## src/hdl/gcd_pkg.sv

```systemverilog
`timescale 1ns / 1ps
// ----------------------------------------------------------------------------
// gcd_pkg: shared types for the Euclidean GCD engine
// Holds the field width, the controller state type and the command and status bundles that
// pass between the controller and the datapath.
// ----------------------------------------------------------------------------
package gcd_pkg;

    // Width of the operand and result fields on the ports.
    localparam int unsigned FIELD_WIDTH = 32;

    // Controller states.
    typedef enum logic [1:0] {
        ST_IDLE,
        ST_CHECK,
        ST_DIV,
        ST_EVAL
    } t_state;

    // Commands from the controller to the datapath.
    typedef struct packed {
        logic load;     // capture the operands of an accepted request
        logic init;     // start a remainder with the current pair
        logic step;     // one bit of the restoring remainder
        logic swap;     // replace the pair with divisor and remainder, then init
        logic finish;   // capture the result
        logic zero;     // the result comes from a zero second operand
    } t_cmd;

    // Status from the datapath to the controller.
    typedef struct packed {
        logic y_zero;   // current divisor is zero
        logic rem_zero; // last remainder is zero
        logic last;     // current step is the final bit of the remainder
    } t_status;

endpackage

```

## src/hdl/gcd_datapath.sv

```systemverilog
`timescale 1ns / 1ps
// ----------------------------------------------------------------------------
// gcd_datapath: operand registers and bit-serial remainder unit
// Holds the working pair, a restoring remainder unit that retires one
// dividend bit per cycle, and the result registers.
// ----------------------------------------------------------------------------
module gcd_datapath #(
    parameter int unsigned DATA_WIDTH = 32
) (
    input  logic                              i_clk,
    input  logic [gcd_pkg::FIELD_WIDTH-1:0]   i_first_operand,
    input  logic [gcd_pkg::FIELD_WIDTH-1:0]   i_second_operand,
    input  gcd_pkg::t_cmd                     i_cmd,
    output gcd_pkg::t_status                  o_status,
    output logic [gcd_pkg::FIELD_WIDTH-1:0]   o_divisor_result,
    output logic                              o_zero_operand
);

    localparam int unsigned FW = gcd_pkg::FIELD_WIDTH;
    localparam int unsigned CW = (DATA_WIDTH > 1) ? $clog2(DATA_WIDTH) : 1;
    localparam logic [CW-1:0] LAST_BIT = CW'(DATA_WIDTH - 1);

    logic [DATA_WIDTH-1:0] x_in;
    logic [DATA_WIDTH-1:0] y_in;
    logic [FW-1:0]         x_out;
    logic [FW-1:0]         y_out;

    logic [DATA_WIDTH-1:0] r_x;
    logic [DATA_WIDTH-1:0] r_y;
    logic [DATA_WIDTH-1:0] r_rem;
    logic [DATA_WIDTH-1:0] r_shift;
    logic [CW-1:0]         r_cnt;
    logic [FW-1:0]         r_res;
    logic                  r_zero;

    logic [DATA_WIDTH:0]   trial;
    logic [DATA_WIDTH:0]   trial_sub;
    logic [DATA_WIDTH-1:0] n_rem;

    // Fit the port fields to the datapath width and the datapath to the ports.
    generate
        if (DATA_WIDTH > FW) begin : g_wide
            assign x_in  = {{(DATA_WIDTH-FW){1'b0}}, i_first_operand};
            assign y_in  = {{(DATA_WIDTH-FW){1'b0}}, i_second_operand};
            assign x_out = r_x[FW-1:0];
            assign y_out = r_y[FW-1:0];
        end else if (DATA_WIDTH == FW) begin : g_equal
            assign x_in  = i_first_operand;
            assign y_in  = i_second_operand;
            assign x_out = r_x;
            assign y_out = r_y;
        end else begin : g_narrow
            assign x_in  = i_first_operand[DATA_WIDTH-1:0];
            assign y_in  = i_second_operand[DATA_WIDTH-1:0];
            assign x_out = {{(FW-DATA_WIDTH){1'b0}}, r_x};
            assign y_out = {{(FW-DATA_WIDTH){1'b0}}, r_y};
        end
    endgenerate

    // One restoring step: shift in the next dividend bit, subtract if it fits.
    // The partial remainder stays below the divisor, so the top bit of the
    // difference is set exactly when the divisor does not fit.
    always_comb begin
        trial     = {r_rem, r_shift[DATA_WIDTH-1]};
        trial_sub = trial - {1'b0, r_y};
        if (!trial_sub[DATA_WIDTH]) begin
            n_rem = trial_sub[DATA_WIDTH-1:0];
        end else begin
            n_rem = trial[DATA_WIDTH-1:0];
        end
    end

    // Working pair and remainder unit.
    always_ff @(posedge i_clk) begin
        if (i_cmd.load) begin
            r_x <= x_in;
            r_y <= y_in;
        end else if (i_cmd.init) begin
            r_rem   <= '0;
            r_shift <= r_x;
            r_cnt   <= '0;
        end else if (i_cmd.step) begin
            r_rem   <= n_rem;
            r_shift <= {r_shift[DATA_WIDTH-2:0], 1'b0};
            r_cnt   <= r_cnt + CW'(1);
        end else if (i_cmd.swap) begin
            r_x     <= r_y;
            r_y     <= r_rem;
            r_rem   <= '0;
            r_shift <= r_y;
            r_cnt   <= '0;
        end
    end

    // Result capture: the first operand when the divisor was zero, else the divisor.
    always_ff @(posedge i_clk) begin
        if (i_cmd.finish) begin
            r_res  <= i_cmd.zero ? x_out : y_out;
            r_zero <= i_cmd.zero;
        end
    end

    assign o_status.y_zero   = (r_y == '0);
    assign o_status.rem_zero = (r_rem == '0);
    assign o_status.last     = (r_cnt == LAST_BIT);
    assign o_divisor_result  = r_res;
    assign o_zero_operand    = r_zero;

endmodule

```

## src/hdl/gcd_ctrl.sv

```systemverilog
`timescale 1ns / 1ps
// ----------------------------------------------------------------------------
// gcd_ctrl: sequencer for the Euclidean GCD engine
// Accepts requests, runs one remainder per Euclid step on the datapath and
// raises the done strobe for one cycle when the result is captured.
// ----------------------------------------------------------------------------
module gcd_ctrl (
    input  logic             i_clk,
    input  logic             i_rst_n,
    input  logic             start,
    input  gcd_pkg::t_status i_status,
    output gcd_pkg::t_cmd    o_cmd,
    output logic             busy,
    output logic             o_done
);

    gcd_pkg::t_state r_state;
    gcd_pkg::t_state n_state;
    logic            r_done;

    // State register and done strobe.
    always_ff @(posedge i_clk) begin
        if (!i_rst_n) begin
            r_state <= gcd_pkg::ST_IDLE;
            r_done  <= 1'b0;
        end else begin
            r_state <= n_state;
            r_done  <= o_cmd.finish;
        end
    end

    // Next state.
    always_comb begin
        n_state = r_state;
        case (r_state)
            gcd_pkg::ST_IDLE: begin
                if (start) begin
                    n_state = gcd_pkg::ST_CHECK;
                end
            end
            gcd_pkg::ST_CHECK: begin
                n_state = i_status.y_zero ? gcd_pkg::ST_IDLE : gcd_pkg::ST_DIV;
            end
            gcd_pkg::ST_DIV: begin
                if (i_status.last) begin
                    n_state = gcd_pkg::ST_EVAL;
                end
            end
            gcd_pkg::ST_EVAL: begin
                n_state = i_status.rem_zero ? gcd_pkg::ST_IDLE : gcd_pkg::ST_DIV;
            end
            default: begin
                n_state = gcd_pkg::ST_IDLE;
            end
        endcase
    end

    // Datapath commands.
    always_comb begin
        o_cmd = '0;
        case (r_state)
            gcd_pkg::ST_IDLE: begin
                o_cmd.load = start;
            end
            gcd_pkg::ST_CHECK: begin
                o_cmd.init   = ~i_status.y_zero;
                o_cmd.finish = i_status.y_zero;
                o_cmd.zero   = i_status.y_zero;
            end
            gcd_pkg::ST_DIV: begin
                o_cmd.step = 1'b1;
            end
            gcd_pkg::ST_EVAL: begin
                o_cmd.swap   = ~i_status.rem_zero;
                o_cmd.finish = i_status.rem_zero;
            end
            default: begin
                o_cmd = '0;
            end
        endcase
    end

    assign busy   = (r_state != gcd_pkg::ST_IDLE);
    assign o_done = r_done;

endmodule

```

## src/hdl/euclid_gcd.sv

```systemverilog
`timescale 1ns / 1ps
// ----------------------------------------------------------------------------
// euclid_gcd: greatest common divisor by Euclid's remainder algorithm
// A zero second operand skips the division; otherwise k Euclid steps run, each
// a DATA_WIDTH-bit bit-serial remainder plus one check (at most 46 steps at 32
// bits). Requests are taken one at a time; busy drops with the one-cycle done
// strobe, which the receiver cannot stall, and the next request may be taken then.
// Synchronous active-low reset returns the sequencer to idle with no strobe.
// ----------------------------------------------------------------------------
module euclid_gcd #(
    parameter int unsigned DATA_WIDTH = 32
) (
    input  logic                            i_clk,
    input  logic                            i_rst_n,
    input  logic                            start,
    output logic                            busy,
    input  logic [gcd_pkg::FIELD_WIDTH-1:0] i_first_operand,
    input  logic [gcd_pkg::FIELD_WIDTH-1:0] i_second_operand,
    output logic                            o_done,
    output logic [gcd_pkg::FIELD_WIDTH-1:0] o_divisor_result,
    output logic                            o_zero_operand
);

    gcd_pkg::t_cmd    cmd;
    gcd_pkg::t_status status;

    // Sequencer.
    gcd_ctrl u_ctrl (
        .i_clk    (i_clk),
        .i_rst_n  (i_rst_n),
        .start    (start),
        .i_status (status),
        .o_cmd    (cmd),
        .busy     (busy),
        .o_done   (o_done)
    );

    // Operand registers and remainder unit.
    gcd_datapath #(
        .DATA_WIDTH (DATA_WIDTH)
    ) u_datapath (
        .i_clk            (i_clk),
        .i_first_operand  (i_first_operand),
        .i_second_operand (i_second_operand),
        .i_cmd            (cmd),
        .o_status         (status),
        .o_divisor_result (o_divisor_result),
        .o_zero_operand   (o_zero_operand)
    );

    // The done strobe never lasts more than one cycle.
    a_done_single: assert property (@(posedge i_clk) disable iff (!i_rst_n)
        o_done |=> !o_done)
        else $error("done strobe held for more than one cycle");

    // An accepted request keeps the engine busy and gives no immediate result.
    a_accept_busy: assert property (@(posedge i_clk) disable iff (!i_rst_n)
        (start && !busy) |=> (busy && !o_done))
        else $error("request accepted without the engine going busy");

    // A zero second operand finishes straight from the check, with the flag raised.
    a_zero_fast: assert property (@(posedge i_clk) disable iff (!i_rst_n)
        (start && !busy && (i_second_operand == '0)) |=> ##1 (o_done && o_zero_operand))
        else $error("zero second operand not reported two cycles after acceptance");

    // The done strobe only appears once the sequencer is idle again.
    a_done_idle: assert property (@(posedge i_clk) disable iff (!i_rst_n)
        o_done |-> !busy)
        else $error("done strobe raised while a request is still in flight");

endmodule

```

## config.mk

```make
export PLATFORM = sky130hd
export DESIGN_NAME = euclid_gcd
export DESIGN_NICKNAME = d
export VERILOG_FILES = /design/src/hdl/gcd_pkg.sv /design/src/hdl/gcd_datapath.sv /design/src/hdl/gcd_ctrl.sv /design/src/hdl/euclid_gcd.sv
export SDC_FILE = /design/constraint.sdc
export NUM_CORES = 1
export LEC_CHECK = 0
export ABC_AREA = 1
export BUFFER_PORTS_ARGS = -buffer_cell sky130_fd_sc_hd__buf_4
export CAP_MARGIN = 15
export CORE_AREA = 2 2 102 202
export CTS_CLUSTER_DIAMETER = 60
export CTS_CLUSTER_SIZE = 28
export DETAILED_ROUTE_END_ITERATION = 8
export DIE_AREA = 0 0 104 204
export PLACE_DENSITY = 0.75
export SLEW_MARGIN = 20
export SYNTH_ARGS = -nofsm -noshare
export SYNTH_HDL_FRONTEND = slang
export SYNTH_SLANG_ARGS = --single-unit
```

## constraint.sdc

```tcl
create_clock -name i_clk -period 5.7 [get_ports i_clk]
set_input_delay 1.14 -clock i_clk [delete_from_list [all_inputs] [get_ports i_clk]]
set_output_delay 1.14 -clock i_clk [all_outputs]
set_load 0.01 [all_outputs]
```

==> flow_summary_export.csv <==
group,metric,value,unit
placed_design,place.gp.congestion,0.959,
clock_tree,cts_sinks,169,
sta,finalHoldViolCount,0,
clock_tree,post_cts_buffers,0,
die,die_h,204,microns
clock_tree,worstSkewPairLatency,0.44,ns
die,pin_count,102,
yosys,synth_compound_area_share,9.87,%
yosys,syn_nets,1410,
routing,drc,0,
clock_tree,cts_inserted_buffers,17,
clock_tree,htreeDepth,4,
worst_setup_path,crit_type,"reg2reg",
sta,max-slew-margin-rel,28.6,%
worst_setup_path,crit_chain,"inv_1 > nor2_4 > inv_2 > buf_4 > o211ai_1 > buf_4",
clock_tree,path_clk_slew,0.06,ns
pwr,power.total,5.92,mW
layout,antenna_cells,0,
yosys,synth_area_leaders,"edfxtp_1 48%, nand2_1 14%, inv_1 8.8%, o21ai_0 5.9%, ha_1 4.1%",
routing,ant_nets,0,
sta,setup_tns,0,ns
grt,grt_overflow_total,0,
pwr,powerDensity,491,mW/mm^2
worst_setup_path,worstPathMaxFanout,68,
grt,antenna_found_initial,0,
layout,fin_nets,1499,
yosys,muxShareOfSynthArea,0,%
yosys,syn_avg_cell_area,7.98,sq um
grt,grt_util_all_layers,27.2,%
yosys,ys_warn_count,0,
sta,fin_worst_skew,0.0107,ns
yosys,syn-cell-area,0.0104,sq mm
pwr,ir_drop,0.289,mV
layout,nFillCells,1793,
yosys,ys_seq_elements,169,
routing,dr.pass1.iters,5,
pwr,p_leak,5.76,nW
worst_setup_path,startpoint_type,"register",
min_path,worstHoldPathType,"reg2reg",
routing,wire_per_inst,16.8,microns
yosys,synth.top_cell.area_share,47.8,%
die,die_w,104,microns
yosys,synth_seq_area_share,48.4,%
status,status,"completed",
routing,dr_wl_met3,1390,microns
yosys,synth-xor-area-share,0.755,%
clock_tree,cts_buffer_depth,2,
placed_design,hpwlAfterDp,21400,microns
die,fp-row-count,73,
routing,drt_iter0_markers,819,
yosys,syn_inst,1308,
sta,setup_ws,2.88,ns
layout,layout-drive-gt1-share,13.1,%
worst_setup_path,cp.arrival,2.89,ns
layout,fin_util,61.1,%
clock_tree,root_buffer,"clkbuf_16",
sta,timing.final.crit_period,2.82,ns
sta,rsz0062_at_grt,"no",
layout,area_growth,15.6,%
sta,hold_slack,0.594,ns
clock_tree,cts-resized-gates,0,
placed_design,dp_slack,2.74,ns
worst_setup_path,cp_slowest_cell,"nor2_4",
routing,vias_per_cell,5.33,
placed_design,post_dp_cell_area,0.0114,sq mm
yosys,ys_types,36,
clock_tree,cts_tree,"built",
job,drv_cap,0,
sta,setup_violations,0,
die,dieArea,0.0212,sq mm
routing,dr_wl_met2,15300,microns
placed_design,placed_cells,1640,
sta,post-route-period-util,49.5,%
grt,grt_start_max_net_pins,122,
worst_setup_path,cpLargestDelayFamily,"buffers and inverters",
worst_setup_path,cp-end-kind,"register",
sta,fmax,354,MHz
worst_setup_path,crit_top_cell,"buf_4",
routing,vias,8906,
routing,top_layer,"met4",
worst_setup_path,crit_required,5.76,ns
layout,fin_area,0.0121,sq mm
layout,stdcell_count,1672,
die,fp.coreArea,0.0197,sq mm
yosys,synth-simple-area-share,25.8,%
clock_tree,ctsHoldBuffers,0,
grt,grt_pass1_vias,8699,
grt,grt_pass1_wl,44300,microns
routing,drt-met1-wl,10100,microns
yosys,synth_top_area_cell,"edfxtp_1",
sta,drv_slew,0,
worst_setup_path,critPathBufInv,4,
yosys,synth_top_family_by_area,"simple AND/OR/NAND/NOR gates",
placed_design,port_buffers,101,
yosys,synth_fa_ha_area_share,4.27,%
die,start_util,52.9,%
routing,drt_wl_total,28200,microns
worst_setup_path,max_stage_delay,0.69,ns
sta,worst_slew_pin_slew,1.07,ns
-- sequential cells by signal, summed over array words and instances (netlist names) --
register,count
u_datapath.r_shift,32
u_datapath.o_divisor_result,32
u_ctrl.o_done,1
u_datapath.o_zero_operand,1
u_datapath.r_y,32
u_datapath.r_rem,32
u_datapath.r_cnt,5
u_ctrl.r_state,2
u_datapath.r_x,32
-- worst reg2reg max path, cell delays in order (launching register included) --
cell,delay [ns]
dfxtp_1,0.38
inv_1,0.09
nor2_4,0.69
inv_2,0.04
buf_4,0.35
o211ai_1,0.25
buf_4,0.62
-- final cells by class --
type                            count  area [sq um]  area share, %
Sequential cell                   169          5040           41.8
Clock buffer                       22           444           3.68
Tap cell                          262           328           2.72
Multi-Input combinational cell    854          4280           35.5
Timing Repair Buffer              109           838           6.95
Inverter                          246           923           7.66
Clock inverter                     10           198           1.64
-- cells in the mapped netlist --
master,instances
nand2_1,401
inv_1,244
edfxtp_1,166
o21ai_0,123
nor2_1,91
nand3_1,69
ha_1,34
o211ai_1,32
clkbuf_1,27
nor2_2,26
a21oi_1,18
nand4_1,8
nor4_1,8
xor2_1,7
nand2_2,6
nand2_4,5
a21o_1,4
buf_2,4
and3_1,3
buf_6,3
dfxtp_1,3
nor3_1,3
a21oi_4,2
and2_1,2
buf_4,2
inv_2,2
nand2_8,2
nand3_4,2
nor2_4,2
o21bai_1,2
xnor2_1,2
buf_12,1
buf_8,1
clkbuf_8,1
fa_1,1
o22ai_1,1
-- cells in the final DEF, fill, tap and decap left out, drive strengths merged, types with 3 or more instances in the layout --
master	n
clkbuf	22
o211ai	32
nor2	119
nand3	71
bufinv	6
inv	246
o21ai	123
xor2	7
a21oi	20
edfxtp	166
a21o	4
buf	109
nand2	414
and3	3
nor4	8
nand4	8
nor3	3
dfxtp	3
ha	34
clkinv	4
-- final timing paths --
| kind | start | end | slack (ns) | cells after the start |
|---|---|---|---|---|
| worst min register to register | u_ctrl.r_state[1] | u_ctrl.o_done | 0.59 | 2 |
| worst max register to register | u_ctrl.r_state[1] | u_datapath.r_cnt[2] | 2.88 | 6 |
| worst max-delay path | u_ctrl.r_state[1] | u_datapath.r_cnt[2] | 2.88 | 6 |
| worst min-delay path | u_ctrl.r_state[1] | u_ctrl.o_done | 0.59 | 2 |
-- per-layer routing --
metal	track usage (%)	up-vias
met4	14.6	0
met5	0	-
met1	28.9	4134
met3	4.05	63
met2	51.1	328
li1	-	4381
-- report_power, final --
group | switching, mW | internal [mW]
clock network | 0.456 | 0.817
registers | 0.154 | 1.81
logic | 1.85 | 0.837
-- logic make-up after synthesis --
logic type                 Yosys count
buffers and inverters              285
DFF                                169
and+or+nand+nor                    628
AOI/OAI and AO/OA                  182
adders and majority gates           35
xor gates and xnor gates             9
(Power assumes the default switching activity.)
